[src/knps_pkg.sv]
// ----------------------------------------------------------------------------
// knps_pkg
// Shared types and constants of the k-nearest point selector: request codes,
// the max_targets register format and the controller/datapath interface.
// ----------------------------------------------------------------------------
package knps_pkg;

    // request codes carried on req_type
    localparam logic REQ_LOAD  = 1'b0;
    localparam logic REQ_QUERY = 1'b1;

    // max_targets register
    localparam int          CFG_W             = 6;
    localparam logic [5:0]  MAX_TARGETS_RESET = 6'd1;
    localparam logic [5:0]  RESULT_LIMIT      = 6'd32;

    // commands from the controller to the datapath
    typedef struct packed {
        logic load_wr;      // append the input point to the store
        logic ovf_set;      // load dropped, store full
        logic query_cap;    // capture the query origin
        logic rd_en;        // read the point store
        logic rd_best;      // read address is the current best index
        logic scan_issue;   // the read feeds the distance pipeline
        logic best_clear;   // start a new nearest search
        logic take_best;    // mark the best point as taken
        logic res_load;     // load the output register
        logic res_none;     // result is the empty answer
        logic res_last;     // result closes the query
        logic store_clear;  // drop all points after the query
    } knps_cmd_t;

    // status from the datapath to the controller
    typedef struct packed {
        logic full;         // store holds its maximum of points
        logic out_free;     // output register can take a result this cycle
        logic pipe_busy;    // distance pipeline still holds points
    } knps_stat_t;

endpackage

[src/knps_ctrl.sv]
// ----------------------------------------------------------------------------
// knps_ctrl
// Controller of the point selector: input handshake, max_targets register,
// load handling and the sequencing of dump, scan and select passes.
// ----------------------------------------------------------------------------
module knps_ctrl
    import knps_pkg::*;
#(
    parameter int MAX_POINTS = 32
) (
    input  logic                            clk,
    input  logic                            rst_n,
    input  logic                            in_valid,
    output logic                            in_stall,
    input  logic                            req_type,
    input  logic                            cfg_valid,
    output logic                            cfg_ready,
    input  logic [CFG_W-1:0]                cfg_data,
    input  knps_stat_t                      stat,
    input  logic [$clog2(MAX_POINTS+1)-1:0] count,
    output knps_cmd_t                       cmd,
    output logic [$clog2(MAX_POINTS)-1:0]   rd_idx
);

    localparam int CNT_W = $clog2(MAX_POINTS + 1);
    localparam int IDX_W = $clog2(MAX_POINTS);
    localparam int CMP_W = (CNT_W > CFG_W) ? CNT_W : CFG_W;

    localparam logic [2:0] ST_IDLE    = 3'd0;
    localparam logic [2:0] ST_EMPTY   = 3'd1;
    localparam logic [2:0] ST_DUMP_RD = 3'd2;
    localparam logic [2:0] ST_DUMP_WR = 3'd3;
    localparam logic [2:0] ST_SCAN    = 3'd4;
    localparam logic [2:0] ST_DRAIN   = 3'd5;
    localparam logic [2:0] ST_SEL_RD  = 3'd6;
    localparam logic [2:0] ST_SEL_WR  = 3'd7;

    logic [2:0]       state_reg, state_next;
    logic [CNT_W-1:0] idx_reg, idx_next;
    logic [CFG_W-1:0] sel_reg, sel_next;
    logic [CFG_W-1:0] k_reg, k_next;
    logic [CFG_W-1:0] max_targets_reg, max_targets_next;

    logic [CFG_W-1:0] k_cap;
    logic [CNT_W-1:0] idx_plus;
    logic [CFG_W-1:0] sel_plus;
    logic             idx_last;
    logic             sel_last;

    assign cfg_ready = 1'b1;
    assign in_stall  = (state_reg != ST_IDLE);
    assign rd_idx    = idx_reg[IDX_W-1:0];

    assign k_cap    = (max_targets_reg > RESULT_LIMIT) ? RESULT_LIMIT : max_targets_reg;
    assign idx_plus = idx_reg + CNT_W'(1);
    assign sel_plus = sel_reg + CFG_W'(1);
    assign idx_last = (idx_plus == count);
    assign sel_last = (sel_plus == k_reg);

    always_comb
    begin
        max_targets_next = max_targets_reg;
        if (cfg_valid && cfg_ready)
        begin
            max_targets_next = cfg_data;
        end
    end

    always_comb
    begin
        state_next = state_reg;
        idx_next   = idx_reg;
        sel_next   = sel_reg;
        k_next     = k_reg;
        cmd        = '0;
        case (state_reg)
            ST_IDLE:
            begin
                if (in_valid)
                begin
                    if (req_type == REQ_LOAD)
                    begin
                        cmd.ovf_set = stat.full;
                        cmd.load_wr = !stat.full;
                    end
                    else
                    begin
                        cmd.query_cap  = 1'b1;
                        cmd.best_clear = 1'b1;
                        idx_next       = '0;
                        sel_next       = '0;
                        k_next         = k_cap;
                        if ((count == '0) || (k_cap == '0))
                        begin
                            state_next = ST_EMPTY;
                        end
                        else if (CMP_W'(count) <= CMP_W'(k_cap))
                        begin
                            state_next = ST_DUMP_RD;
                        end
                        else
                        begin
                            state_next = ST_SCAN;
                        end
                    end
                end
            end
            ST_EMPTY:
            begin
                if (stat.out_free)
                begin
                    cmd.res_load    = 1'b1;
                    cmd.res_none    = 1'b1;
                    cmd.res_last    = 1'b1;
                    cmd.store_clear = 1'b1;
                    state_next      = ST_IDLE;
                end
            end
            ST_DUMP_RD:
            begin
                cmd.rd_en  = 1'b1;
                state_next = ST_DUMP_WR;
            end
            ST_DUMP_WR:
            begin
                if (stat.out_free)
                begin
                    cmd.res_load = 1'b1;
                    cmd.res_last = idx_last;
                    if (idx_last)
                    begin
                        cmd.store_clear = 1'b1;
                        state_next      = ST_IDLE;
                    end
                    else
                    begin
                        idx_next   = idx_plus;
                        state_next = ST_DUMP_RD;
                    end
                end
            end
            ST_SCAN:
            begin
                // one stored point enters the distance pipeline per cycle
                cmd.rd_en      = 1'b1;
                cmd.scan_issue = 1'b1;
                if (idx_last)
                begin
                    idx_next   = '0;
                    state_next = ST_DRAIN;
                end
                else
                begin
                    idx_next = idx_plus;
                end
            end
            ST_DRAIN:
            begin
                if (!stat.pipe_busy)
                begin
                    state_next = ST_SEL_RD;
                end
            end
            ST_SEL_RD:
            begin
                cmd.rd_en   = 1'b1;
                cmd.rd_best = 1'b1;
                state_next  = ST_SEL_WR;
            end
            ST_SEL_WR:
            begin
                if (stat.out_free)
                begin
                    cmd.res_load  = 1'b1;
                    cmd.take_best = 1'b1;
                    cmd.res_last  = sel_last;
                    if (sel_last)
                    begin
                        cmd.store_clear = 1'b1;
                        state_next      = ST_IDLE;
                    end
                    else
                    begin
                        cmd.best_clear = 1'b1;
                        sel_next       = sel_plus;
                        state_next     = ST_SCAN;
                    end
                end
            end
            default:
            begin
                state_next = ST_IDLE;
            end
        endcase
    end

    always_ff @(posedge clk or negedge rst_n)
    begin
        if (!rst_n)
        begin
            state_reg       <= ST_IDLE;
            idx_reg         <= '0;
            sel_reg         <= '0;
            k_reg           <= '0;
            max_targets_reg <= MAX_TARGETS_RESET;
        end
        else
        begin
            state_reg       <= state_next;
            idx_reg         <= idx_next;
            sel_reg         <= sel_next;
            k_reg           <= k_next;
            max_targets_reg <= max_targets_next;
        end
    end

    a_res_needs_room: assert property (@(posedge clk) disable iff (!rst_n)
        cmd.res_load |-> stat.out_free)
        else $error("result loaded into an occupied output register");

    a_no_write_when_full: assert property (@(posedge clk) disable iff (!rst_n)
        cmd.load_wr |-> !stat.full)
        else $error("point written into a full store");

    a_select_after_drain: assert property (@(posedge clk) disable iff (!rst_n)
        (state_reg == ST_SEL_RD) |-> !stat.pipe_busy)
        else $error("best point read before the scan finished");

endmodule

[config.mk]
export PLATFORM = sky130hd
export DESIGN_NAME = knps_ctrl
export DESIGN_NICKNAME = d
export VERILOG_FILES = /design/src/knps_pkg.sv /design/src/knps_ctrl.sv
export SDC_FILE = /design/constraint.sdc
export NUM_CORES = 1
export LEC_CHECK = 0
export BUFFER_PORTS_ARGS = -buffer_cell sky130_fd_sc_hd__buf_2
export CAP_MARGIN = 20
export CORE_MARGIN = 1.5
export CORE_UTILIZATION = 50
export CTS_CLUSTER_DIAMETER = 100
export DETAILED_ROUTE_END_ITERATION = 8
export PLACE_DENSITY = 0.77
export SYNTH_ARGS = -nofsm -noshare
export SYNTH_HDL_FRONTEND = slang
export SYNTH_SLANG_ARGS = --single-unit
[constraint.sdc]
create_clock -name clk -period 2 [get_ports clk]
set_input_delay 0 -clock clk [delete_from_list [all_inputs] [get_ports clk]]
set_output_delay 0 -clock clk [all_outputs]
set_load 0.05 [all_outputs]
==> metrics.md <==
| Metric | Value |
|---|---|
| Crit end category | output pin |
| Hold Fails Final Rpt | 0 |
| Tcrit/Tclk final | 107% |
| Worst-margin pin slew | 604 ps |
| Async SR Flop Fraction | 100% |
| Drt wl/cell | 14.9 um |
| CTS tree | done |
| Final core utilization | 69.6% |
| Syn Area/Cell | 8.80 sq um |
| CP Cell Sequence | ha_4, xor2_1, a311oi_1, o211ai_1, a21oi_1, buf_4, o221a_4, buf_8 |
| TritonCTS Buffers | 3 |
| Final setup fails | 4 |
| Post-Route WL | 4800 um |
| Design area | 2570 sq um |
| Clock Skews | 2.39 ps |
| H-tree lvl count | 1 |
| CP max FO | 2 |
| Number of library cell types mapped by synthesis | 53 |
| Overflow after GRT | 0 |
| Area of placed instances | 2240 sq um |
| Rel. slew slack | 59.7% |
| Ratio of cells with drive above 1 in the final layout | 37.5% |
| Setup CP Type | flip-flop to output pin |
| CP bufs+invs | 2 |
| Synthesis-to-finish area growth | 32.0% |
| Core ar. | 3690 sq um |
| Initial antenna violation count | 0 |
| RSZ-0062 raised after global routing | true |
| Slew Viols, Final | 0 |
| CP Launch Type | flip-flop |
| Root Buffer | clkbuf_8 |
| First-pass GRT wire length | 7960 um |
| Initial Utilization | 52.7% |
| Vias in the first global route | 1830 |
| Area of the mapped netlist | 1940 sq um |
| Minimum clock period | 2140 ps |
| Slowest cell on crit path | dfrtp_1 |
| Syn Inst Count | 221 |
| Gr usage total | 23.7% |
| Via count | 1813 |
| Ranking of synthesized cells by area | dfrtp_1 33%, ha_1 5.1%, xor2_1 4.5%, nand2_1 4.4%, mux2_2 4.1% |
| Post-synth top area share | 33.5% |
| F_max | 0.467 GHz |
| Number of max-cap violations | 0 |
| Die width | 65.4 um |
| Critical path startpoint | idx_reg[0] |
| Crit-path max cell delay | 420 ps |
| Final HPWL DP | 3330 um |
| CP required | 2000 ps |
| Number of synthesized flops with an enable pin | 0 |
| Final GP Congestion | 0.838 |
| Area leader, netlist | dfrtp_1 |
| Violated checks | negative setup slack |
| Post-synthesis sequential area ratio | 34.8% |
| Diode count | 0 |
| Pre-antenna DRT Iters | 4 |
| YS warnings | 0 |
| #FFs+latches synth | 27 |
| Reg2reg start | max_targets_reg[5] |
| Top Family by Delay on Critical Path | compound AO/OA/AOI/OAI gates |
| WP data arrival | 2140 ps |
| Worst min path class | input port to flip-flop |
| Worst-Skew Late Latency | 270 ps |
| Nets | 304 |
| Largest net degree at the start of global routing | 28 |
| Setup WS pre-CTS | -38.6 ps |
| CTS sink count | 27 |
| Status | complete, but fails checks |
| Leading cell types by count after synthesis | 26 x dfrtp_1, 23 x nand2_1, 16 x nor2_1, 13 x o21ai_0, 12 x inv_1 |
| P_leak | 1.20 nW |
| Vias/cell | 5.61 |
| First DRT Iteration DRCs | 112 |
| Top-count cell post-synth | dfrtp_1 |
| PwrDens | 1490 nW/um^2 |
| Die Y-Extent | 65.4 um |
| Clock Path Buffers | 2 |
| Synth Flop Type | dfrtp_1 |
| Ports | 39 |
| Drc violations | 0 |
| Worst-path clk slew | 100 ps |
| Syn_nets | 249 |
| Peak supply drop | 0.00101 V |
| Setup slack after layout | -141 ps |
| Row cnt | 22 |
| Hold wc startpoint | cfg_valid |
| Port bufs | 37 |
| Post-DRT Antenna Nets | 0 |
| Area of the die | 4270 sq um |
-- through the flow --
| step | TNS [ps] | hold WS, ps | instances | total power, mW |
|---|---|---|---|---|
| 2_1_floorplan | -83.9 | -296 | 221 | 2.66 |
| 5_1_grt | -1060 | 32.4 | 323 | 4.08 |
| 3_5_place_dp | -133 | 47.2 | 305 | 3.10 |
| 6_report | -335 | 7.75 | 323 | 3.82 |
| 3_3_place_gp | 0 | 44.5 | 305 | 3.05 |
| 4_1_cts | -270 | 11.7 | 326 | 3.68 |
-- worst paths after layout --
kind / to / slack [ps] / depth (start not counted)
worst max register to register: state_reg[1] / -30 / 9
worst min register to register: k_reg[2] / 510 / 2
worst min-delay path: max_targets_reg[5] / 8 / 2
max in group asynchronous: sel_reg[2] / 1310 / 2
min in group asynchronous: idx_reg[0] / 260 / 2
worst max-delay path: cmd[1] / -140 / 8
-- report_power, final --
part	leakage, nW	internal (mW)	total [mW]	switching, mW
Combinational	0.844	1.05	2.47	1.42
Clock	0.0217	0.142	0.325	0.184
Sequential	0.339	0.740	1.02	0.276
-- kinds of logic after synthesis --
| group | Yosys count | synth area share [%] |
|---|---|---|
| buffers and inverters | 28 | 7.27 |
| other | 1 | 0.193 |
| xor gates and xnor gates | 19 | 8.56 |
| DFF | 27 | 34.8 |
| adders and majority gates | 8 | 5.15 |
| and+or+nand+nor | 78 | 19.4 |
| muxes | 8 | 4.57 |
| AOI/OAI and AO/OA | 52 | 20.1 |
-- layout by cell type (no fill, tap or decap), types with 3 or more instances in the layout --
cell           count
nand2_1           23
a22o_1             4
ha_4               3
nor3_1             7
dfrtp_1           25
a21oi_1            7
nor2_1            12
ha_1               5
a21o_1             3
mux2_2             6
nor4_1             3
buf_2             34
nand3_1            9
buf_4             20
clkbuf_8           3
o21ai_0           13
nor2_4             3
xnor2_1            7
inv_1             10
buf_8              3
xor2_1            10
dlygate4sd3_1      7
-- final cells by class --
cell class / count / area (sq um)
Clock buffer: 3 / 41.3
Clock inverter: 1 / 7.51
Fill cell: 300 / 1120
Inverter: 12 / 45.0
Multi-Input combinational cell: 166 / 1280
Sequential cell: 27 / 678
Tap cell: 48 / 60.1
Timing Repair Buffer: 66 / 458
-- metal layers --
metal / up-vias / GRT usage [%] / wire [um]
met5: - / 0 / 0
met4: 0 / 4.95 / 17
met3: 2 / 3.08 / 198
met2: 52 / 44.1 / 2520
met1: 873 / 29.1 / 2060
li1: 886 / - / -
-- what timing repair did --
item                                    CTS  global route
pin swaps                                 9             8
gates resized for setup                  22            14
setup buffers                            11             0
hold buffers                              7             0
endpoints found under the setup margin   11            18
endpoints found under the hold margin    32             0
(Power assumes the default switching activity.)
